<file path="src/design/vwcu_pkg.sv">
// Shared types, constants and helpers for the variable-width code unpacker.
package vwcu_pkg;

  localparam int MaxCodeBits = 16;
  localparam int MinCodeBits = 9;
  localparam int ByteBits    = 8;
  localparam int CodeBits    = 16;   // output code field width
  localparam int WidthBits   = 5;    // code_width field width
  localparam int CountBits   = 4;    // partial bit count, 0..15
  localparam int WideBits    = CodeBits + ByteBits;

  typedef struct packed {
    logic [CodeBits-1:0]  code;
    logic [CountBits-1:0] bits;
  } vwcu_state_t;

  typedef struct packed {
    logic                emit;
    logic [CodeBits-1:0] code;
  } vwcu_result_t;

  // Mask of the low 'bits' bits of a byte, bits in 0..8.
  function automatic logic [ByteBits-1:0] byte_mask(input logic [CountBits-1:0] bits);
    logic [ByteBits:0] one_hot;
    one_hot   = (ByteBits+1)'(1) << bits;
    byte_mask = ByteBits'(one_hot - (ByteBits+1)'(1));
  endfunction

  // Mask of the low 'bits' bits of a code word, bits in 0..15.
  function automatic logic [CodeBits-1:0] code_mask(input logic [CountBits-1:0] bits);
    logic [CodeBits:0] one_hot;
    one_hot   = (CodeBits+1)'(1) << bits;
    code_mask = CodeBits'(one_hot - (CodeBits+1)'(1));
  endfunction

endpackage

</file>
<file path="src/design/vwcu_unpack.sv">
// Next-state and code assembly for one source byte.
module vwcu_unpack (
  input  logic [vwcu_pkg::ByteBits-1:0]  in_byte,
  input  logic [vwcu_pkg::WidthBits-1:0] code_width,
  input  logic                           msb_first,
  input  vwcu_pkg::vwcu_state_t          state,
  output vwcu_pkg::vwcu_state_t          state_next,
  output vwcu_pkg::vwcu_result_t         result
);

  localparam logic [vwcu_pkg::WidthBits-1:0] WMin =
    vwcu_pkg::WidthBits'(vwcu_pkg::MinCodeBits);
  localparam logic [vwcu_pkg::WidthBits-1:0] WMax =
    vwcu_pkg::WidthBits'(vwcu_pkg::MaxCodeBits);
  localparam logic [vwcu_pkg::WidthBits-1:0] WByte =
    vwcu_pkg::WidthBits'(vwcu_pkg::ByteBits);

  logic [vwcu_pkg::WidthBits-1:0] width_clamped;
  logic [vwcu_pkg::WidthBits-1:0] n_ext;
  logic [vwcu_pkg::WidthBits-1:0] need;
  logic [vwcu_pkg::CountBits-1:0] need_c;
  logic [vwcu_pkg::CountBits-1:0] rem;
  logic [vwcu_pkg::CodeBits-1:0]  acc;
  logic [vwcu_pkg::WideBits-1:0]  acc_wide;
  logic [vwcu_pkg::WideBits-1:0]  byte_wide;
  logic [vwcu_pkg::WideBits-1:0]  code_wide;
  logic [vwcu_pkg::ByteBits-1:0]  part;

  always_comb begin
    if (code_width < WMin) begin
      width_clamped = WMin;
    end else if (code_width > WMax) begin
      width_clamped = WMax;
    end else begin
      width_clamped = code_width;
    end

    n_ext     = vwcu_pkg::WidthBits'(state.bits);
    acc       = state.code & vwcu_pkg::code_mask(state.bits);
    acc_wide  = vwcu_pkg::WideBits'(acc);
    byte_wide = vwcu_pkg::WideBits'(in_byte);
    // width already reached (shrink mid-code): take one more bit
    need      = (width_clamped > n_ext) ? (width_clamped - n_ext)
                                        : vwcu_pkg::WidthBits'(1);
    need_c    = vwcu_pkg::CountBits'(need);
    rem       = vwcu_pkg::CountBits'(WByte - need);
    part      = '0;
    code_wide = '0;

    if (need > WByte) begin
      // whole byte joins the partial code
      result.emit = 1'b0;
      if (msb_first) begin
        code_wide = (acc_wide << vwcu_pkg::ByteBits) | byte_wide;
      end else begin
        code_wide = acc_wide | (byte_wide << state.bits);
      end
      state_next.code = code_wide[vwcu_pkg::CodeBits-1:0];
      state_next.bits = state.bits + vwcu_pkg::CountBits'(vwcu_pkg::ByteBits);
    end else begin
      result.emit = 1'b1;
      if (msb_first) begin
        part            = in_byte >> rem;
        code_wide       = (acc_wide << need_c) | vwcu_pkg::WideBits'(part);
        state_next.code = vwcu_pkg::CodeBits'(in_byte & vwcu_pkg::byte_mask(rem));
      end else begin
        part            = in_byte & vwcu_pkg::byte_mask(need_c);
        code_wide       = acc_wide | (vwcu_pkg::WideBits'(part) << state.bits);
        state_next.code = vwcu_pkg::CodeBits'(in_byte >> need_c);
      end
      state_next.bits = rem;
    end
    result.code = code_wide[vwcu_pkg::CodeBits-1:0];
  end

endmodule

</file>
<file path="src/design/variable_width_code_unpacker.sv">
// Top level of the LZW variable-width code unpacker: state, result register, handshakes.
// A byte that completes a code shows it on code_value in the cycle after it is accepted.
// Throughput: one byte per cycle while the result register is empty or drains; the only
//   loop is the partial-code register feeding a single shift-and-merge stage.
// A byte that completes no code leaves no beat on the output.
// Reset (rst, synchronous, active high): empties partial code and bit count, clears
//   the output register valid and sets bit order to LSB first.
module variable_width_code_unpacker (
  input  logic                           clk,
  input  logic                           rst,
  input  logic                           cfg_wr_en,
  input  logic                           cfg_wr_data,
  input  logic                           in_valid,
  output logic                           in_ready,
  input  logic [vwcu_pkg::ByteBits-1:0]  in_byte,
  input  logic [vwcu_pkg::WidthBits-1:0] code_width,
  output logic                           out_valid,
  input  logic                           out_ready,
  output logic [vwcu_pkg::CodeBits-1:0]  code_value
);

  logic                   msb_first;
  vwcu_pkg::vwcu_state_t  state;
  vwcu_pkg::vwcu_state_t  state_next;
  vwcu_pkg::vwcu_result_t result;
  logic                   in_fire;

  // Take a byte whenever the result register is empty or drains this cycle,
  // so a waiting code never stalls the byte stream by more than the hold.
  assign in_ready = !out_valid || out_ready;
  assign in_fire  = in_valid && in_ready;

  vwcu_unpack u_unpack (
    .in_byte    (in_byte),
    .code_width (code_width),
    .msb_first  (msb_first),
    .state      (state),
    .state_next (state_next),
    .result     (result)
  );

  // bit-order register; the user must write it only while idle, the block does not enforce it
  always_ff @(posedge clk) begin
    if (rst) begin
      msb_first <= 1'b0;
    end else if (cfg_wr_en) begin
      msb_first <= cfg_wr_data;
    end
  end

  // partial code accumulator
  always_ff @(posedge clk) begin
    if (rst) begin
      state <= '0;
    end else if (in_fire) begin
      state <= state_next;
    end
  end

  // result register: valid is control, code payload has no reset
  always_ff @(posedge clk) begin
    if (rst) begin
      out_valid <= 1'b0;
    end else if (in_fire) begin
      out_valid <= result.emit;
    end else if (out_ready) begin
      out_valid <= 1'b0;
    end
  end

  always_ff @(posedge clk) begin
    if (in_fire && result.emit) begin
      code_value <= result.code;
    end
  end

  // A new output beat appears only right after an accepted byte.
  a_out_from_input: assert property (@(posedge clk) disable iff (rst)
    $rose(out_valid) |-> $past(in_fire))
    else $error("output beat without an accepted byte");

  // Emitting a code leaves at most seven leftover bits.
  a_leftover_bits: assert property (@(posedge clk) disable iff (rst)
    (in_fire && result.emit) |=> (state.bits <= 4'd7))
    else $error("leftover bit count above seven after a code");

  // Gathering without a code always adds a full byte.
  a_gather_count: assert property (@(posedge clk) disable iff (rst)
    (in_fire && !result.emit) |=> (state.bits == $past(state.bits) + 4'd8))
    else $error("partial bit count did not grow by a byte");

  // A byte that completes no code must not create or keep an output beat.
  a_no_spurious_beat: assert property (@(posedge clk) disable iff (rst)
    (in_fire && !result.emit) |=> !out_valid)
    else $error("output valid after a byte with no code");

endmodule

</file>
<file path="config.mk">
export PLATFORM = sky130hd
export DESIGN_NAME = variable_width_code_unpacker
export DESIGN_NICKNAME = d
export VERILOG_FILES = /design/src/design/vwcu_pkg.sv /design/src/design/vwcu_unpack.sv /design/src/design/variable_width_code_unpacker.sv
export SDC_FILE = /design/constraint.sdc
export NUM_CORES = 1
export LEC_CHECK = 0
export ABC_CLOCK_PERIOD_IN_PS = 11500
export BUFFER_PORTS_ARGS = -buffer_cell sky130_fd_sc_hd__buf_2
export CAP_MARGIN = 20
export CORE_MARGIN = 4
export CORE_UTILIZATION = 60
export CTS_CLUSTER_DIAMETER = 120
export DETAILED_ROUTE_END_ITERATION = 16
export PLACE_DENSITY_LB_ADDON = 0.25
export SKIP_CTS_REPAIR_TIMING = 1
export SLEW_MARGIN = 20
export SYNTH_ARGS = -nofsm -noshare
export SYNTH_HDL_FRONTEND = slang
export SYNTH_SLANG_ARGS = --single-unit
export TNS_END_PERCENT = 10
</file>
<file path="constraint.sdc">
create_clock -name clk -period 11.5 [get_ports clk]
set_input_delay 0.575 -clock clk [delete_from_list [all_inputs] [get_ports clk]]
set_output_delay 0.575 -clock clk [all_outputs]
set_load 0.02 [all_outputs]
</file>
==> results.toml, run 1 <==
[die]
die_x_um = 103
io_pins = 37
coreArea_um2 = 8720
num_rows = 34
start_util_pct = 61.6
dieArea_um2 = 10500
die_h_um = 103

[timing]
relSlewSlack_pct = 24.4
clock-skew-final_ps = 17.8
finalHoldViolCount = 0
finalCritPeriodShare_pct = 52.2
tightest_slew_ps = 1130
setup_viol_count_final = 0
finalSetupTns_ps = 0
slew_violations = 0
rsz0062_at_grt = "false"
finalWorstSetupSlack_ps = 5500
fin_crit_ps = 6000
max_freq_mhz = 167

[route]
viasPerCell = 8.04
ant_nets = 0
vias = 6649
detail_route.wl_per_cell_um = 26.9
wl_um = 22300
drc = 0
first_iter_violations = 1293
firstDrtPassIters = 6

[cells_and_area]
nNetsFinal = 747
drive_gt1_share_pct = 15.9
fin_cells = 827
num_antenna_cells = 0
area.growth.synth_to_final_pct = 2.79

[hold_path]
whs_path_depth = 2
worstHoldEndpoint = "state[9]"
hold_start = "state[9]"
hold_path.class = "reg -> reg"

[run]
drv_cap = 0

[critical_path]
cp.required_ps = 11510
cp_cell_sequence = "buf_4, clkinv_1, ha_1, o21a_1, a21boi_4, o211ai_1, ha_1, o21ai_0, ha_1, nand2b_1, nor2_1, a31oi_1, o21ai_0, a32oi_1, a21oi_1, o31ai_1, a32oi_1"
cp_top_family = "compound AO/OA/AOI/OAI gates"
crit_buf_inv = 2
reg2reg_depth = 17
regToRegEndpoint = "code_value[5]"
worstSetupEndpointType = "flip-flop"
slowest_delay_ps = 930
cp-start-kind = "flip-flop"
arrival_ps = 6010
worst-path-max-fanout = 27
crit_top_cell = "ha_1"
slowest_stage = "o211ai_1"
critical_path_depth = 17
r2r_slack_ps = 5500
critPathKind = "reg -> reg"
r2r_start = "state[2]"

[synth]
yosysMostFrequentCell = "nor2_1"
synth_commonest_cells = "nor2_1, nand2_1, a21oi_1"
yosysTopAreaCell = "edfxtp_1"
syn_nets = 759
synthFlopType = "dfxtp_1"
ys_top_cells_by_area = "edfxtp_1, dfxtp_1, mux2i_1"
async_flop_share_pct = 0
synth_cells = 730
postSynthAreaPerCell_um2 = 7.36
synth_warnings = 0
synth_edf_count = 16
syn_area_um2 = 5380
synth.ff_latch_count = 37
ys_seq_area_share_pct = 16.8
ys_types = 95
yosysTopAreaCellShare_pct = 8.94

[clocking]
cts_tree = "built"
cts_buffers = 5
cts_sinks = 37
clk_path_buf_depth = 2
clk_latency_ps = 310
htreeDepth = 2
clk_root_buffer_cell = "clkbuf_8"
clk_pin_slew_ps = 80

[status]
status = "completed"

[placement]
numPortBuffers = 36
hpwlAfterDp_um = 15800
dp.cells = 819
gp_congestion = 1.12
place_ws_ps = 5780

[global_routing]
gr-total-overflow = 0
antenna_found_initial = 0
grt_start_max_net_pins = 48
grt_pass1_vias = 5883
grt_pass1_wl_um = 33600
track_usage_pct = 41.9
==> worst max path at each step <==
stage | start | to | slack [ps]
detailed placement | state[2] | code_value[5] | 5780
floorplan | code_width[4] | code_value[7] | 7070
CTS | state[2] | code_value[5] | 5780
finish | state[2] | code_value[5] | 5500
global placement | state[2] | code_value[5] | 6060
global route | state[2] | code_value[7] | 5230
==> stage by stage <==
step           util, %  cell area [um2]  hold WS [ps]
2_1_floorplan        -             5380           437
3_3_place_gp      62.4             5450           450
3_5_place_dp      62.4             5450           464
4_1_cts           63.4             5530           476
5_1_grt           63.4             5530           500
6_report          63.4             5530           479
==> sequential cells by signal, summed over array words and instances, names as in the netlist <==
| signal | count |
|---|---|
| out_valid | 1 |
| code_value | 16 |
| msb_first | 1 |
| state | 19 |
==> area by class of cell <==
type	instances	area, um2
clock buffers	7	76.3
clock inverters	1	5.00
fillers	782	3190
inverters	16	60.1
multi-input cells	612	4090
flip-flops and latches	37	901
well taps	108	135
repair buffers	46	255
==> metal layers <==
metal | part of all wire (%) | up-vias | track usage (%)
met5 | 0 | - | 0
met4 | 8.3 | 0 | 25.4
met3 | 17 | 193 | 13.3
met2 | 40 | 660 | 58.9
met1 | 35 | 3023 | 55.6
li1 | - | 2773 | -
==> cells by family after synthesis <==
| kind of cell | synth area share (%) |
|---|---|
| xor+xnor | 1.58 |
| compound gates | 36.9 |
| buf+inv | 7.10 |
| fa+ha+maj | 2.47 |
| simple gates | 24.2 |
| mux | 11.0 |
| flops | 16.8 |
==> tightest hold or removal path, delay by kind of cell, from the launching register on <==
family          cells  cell delay, ps
compound gates      1              50
simple gates        1              60
flops               1             320
==> layout by cell type, fill, tap and decap left out, types with 9 or more instances in the layout <==
| cell | synthesis | layout |
|---|---|---|
| o211ai_1 | 15 | 15 |
| inv_1 | 10 | 10 |
| o21ai_0 | 31 | 31 |
| edfxtp_1 | 16 | 16 |
| buf_2 | 16 | 36 |
| nor2_1 | 82 | 82 |
| nor3_1 | 23 | 23 |
| a32oi_1 | 9 | 9 |
| a31oi_1 | 23 | 23 |
| nand3_1 | 23 | 23 |
| nand2_1 | 81 | 81 |
| a21oi_1 | 52 | 52 |
| a21o_1 | 9 | 9 |
| nand2b_1 | 10 | 10 |
| buf_4 | 5 | 10 |
| ha_1 | 9 | 9 |
| dfxtp_1 | 21 | 21 |
| mux2i_1 | 38 | 38 |
| a211oi_1 | 11 | 11 |
| o22ai_1 | 9 | 9 |
Power of run 1 is not shown: default switching activity piles up to over one toggle a cycle in this logic, so the estimate is an artifact.
==> run 2: changes to the inputs <==
--- a/config.mk
+++ b/config.mk
@@ -5,7 +5,7 @@
 export SDC_FILE = /design/constraint.sdc
 export NUM_CORES = 1
 export LEC_CHECK = 0
-export ABC_CLOCK_PERIOD_IN_PS = 11500
+export ABC_CLOCK_PERIOD_IN_PS = 6100
 export BUFFER_PORTS_ARGS = -buffer_cell sky130_fd_sc_hd__buf_2
 export CAP_MARGIN = 20
 export CORE_MARGIN = 4
==> constraint.sdc (replaced) <==
create_clock -name clk -period 6.1 [get_ports clk]
set_input_delay 0.305 -clock clk [delete_from_list [all_inputs] [get_ports clk]]
set_output_delay 0.305 -clock clk [all_outputs]
set_load 0.02 [all_outputs]
==> results.toml, run 2 (synthesis results as in run 1) <==
[critical_path]
crit_top_cell = "ha_1"
r2r_slack_ps = 1080
worst-path-max-fanout = 24
cp-start-kind = "input pin"
crit_buf_inv = 5
regToRegEndpoint = "state[8]"
worstSetupEndpointType = "flip-flop"
slowest_stage = "o21ai_0"
cp_top_family = "compound AO/OA/AOI/OAI gates"
critPathKind = "in -> reg"
cp.required_ps = 6260
slowest_delay_ps = 740
r2r_start = "state[3]"
reg2reg_depth = 17
cp_cell_sequence = "buf_2, inv_1, o21ai_0, ha_1, inv_1, fa_1, buf_4, nand2b_1, a21o_1, a21o_1, inv_2, ha_1, nor3_2, nand2_1, ha_1, nand2b_1, a21oi_1, a31oi_1, a31oi_1, o21ai_0, a21oi_1"
arrival_ps = 5270

[die]
num_rows = 34
dieArea_um2 = 10500
die_x_um = 103
start_util_pct = 61.6
die_h_um = 103
io_pins = 37
coreArea_um2 = 8720

[global_routing]
global_route.usage.met2_pct = 62.8
grt_pass1_vias = 6177
grt-busiest-layer = "met2"
gr-total-overflow = 0
met3_usage_pct = 17.3
grt_start_max_net_pins = 48
track_usage_pct = 43.2
met1_usage_pct = 55.0
antenna_found_initial = 2
grt_pass1_wl_um = 34800

[hold_path]
whs_path_depth = 3
worstHoldEndpoint = "msb_first"
hold_start = "cfg_wr_data"
hold_path.class = "in -> reg"

[timing]
setup_viol_count_final = 0
rsz0062_at_grt = "false"
slew_violations = 0
fin_crit_ps = 5110
relSlewSlack_pct = 31.3
finalSetupTns_ps = 0
clock-skew-final_ps = 3.67
max_freq_mhz = 196
finalHoldViolCount = 0
finalCritPeriodShare_pct = 83.7
tightest_slew_ps = 1030

[placement]
gp_congestion = 1.12
hpwlAfterDp_um = 16400
numPortBuffers = 36
dp.cells = 828

[clocking]
htreeDepth = 2
clk_path_buf_depth = 2
clk_latency_ps = 300
clk_pin_slew_ps = 80
cts_tree = "built"
cts_sinks = 37
clk_root_buffer_cell = "clkbuf_8"
cts_buffers = 5

[cells_and_area]
largest_reg_flops = 19
drive_gt1_share_pct = 17.0
final_cell_mix = "nor2_1, nand2_1, a21oi_1"
nNetsFinal = 756
postLayoutCoreUtil_pct = 64.3
area.growth.synth_to_final_pct = 4.28
mostFrequentLayoutCell = "nor2_1"
regMostFlops = "state"
nFillCells = 802
top_regs = "state: 19 flops, code_value: 16 flops"
fin_cells = 837

[route]
detail_route.wl_per_cell_um = 27.6
wl_um = 23100
drc = 0
first_iter_violations = 1299
viasPerCell = 8.05
firstDrtPassIters = 7
vias = 6734
ant_nets = 0

[run]
drv_cap = 0

[status]
status = "completed"
run 2: cell count changes in the layout (fill, tap and decap cells not counted), sizes merged:
cell	change
buf	+9
clkbuf	-1
clkinv	+1
diode	+1
run 2: final cells by class:
type / count / area, um2 / area share, %
well taps: 108 / 135 / 2.41
inverters: 16 / 60.1 / 1.07
repair buffers: 55 / 323 / 5.76
flip-flops and latches: 37 / 901 / 16.1
diodes: 1 / 2.50 / 0.0446
multi-input cells: 612 / 4090 / 73.0
clock buffers: 6 / 82.6 / 1.47
clock inverters: 2 / 8.76 / 0.156
run 2: metal layers:
metal	wire length, um	vias to the layer above
met1	8140	3022
met2	9280	719
li1	-	2799
met5	13	-
met4	1640	2
met3	4050	192
run 2: worst register-to-register path, stage by stage (launching register included):
cell	delay, ps
dfxtp_1	330
inv_1	40
buf_4	200
ha_1	630
o21a_1	250
a21boi_4	320
o211ai_1	160
buf_4	240
ha_1	500
nor3_2	450
nand2_1	120
ha_1	290
nand2b_1	120
a21oi_1	40
a31oi_1	170
a31oi_1	100
o21ai_0	740
a21oi_1	160
run 2: how the worst max path moves through the flow:
stage / startpoint / endpoint / cells past startpoint
floorplan: state[2] / code_value[7] / 19
global placement: code_width[4] / state[8] / 21
detailed placement: code_width[4] / state[8] / 21
CTS: code_width[4] / state[8] / 21
global route: code_width[4] / state[8] / 21
finish: code_width[4] / state[8] / 21
run 2: metrics by stage:
| stage | hold slack, ps | setup slack, ps | instance area [um2] |
|---|---|---|---|
| final | 253 | 995 | 5610 |
| after global placement | 446 | 1080 | 5510 |
| after global routing | 303 | 883 | 5600 |
| after CTS | 251 | 1230 | 5600 |
| after detailed placement | 460 | 939 | 5510 |
| after floorplan | 381 | 1710 | 5380 |
Power of run 2 is left out for the same reason.
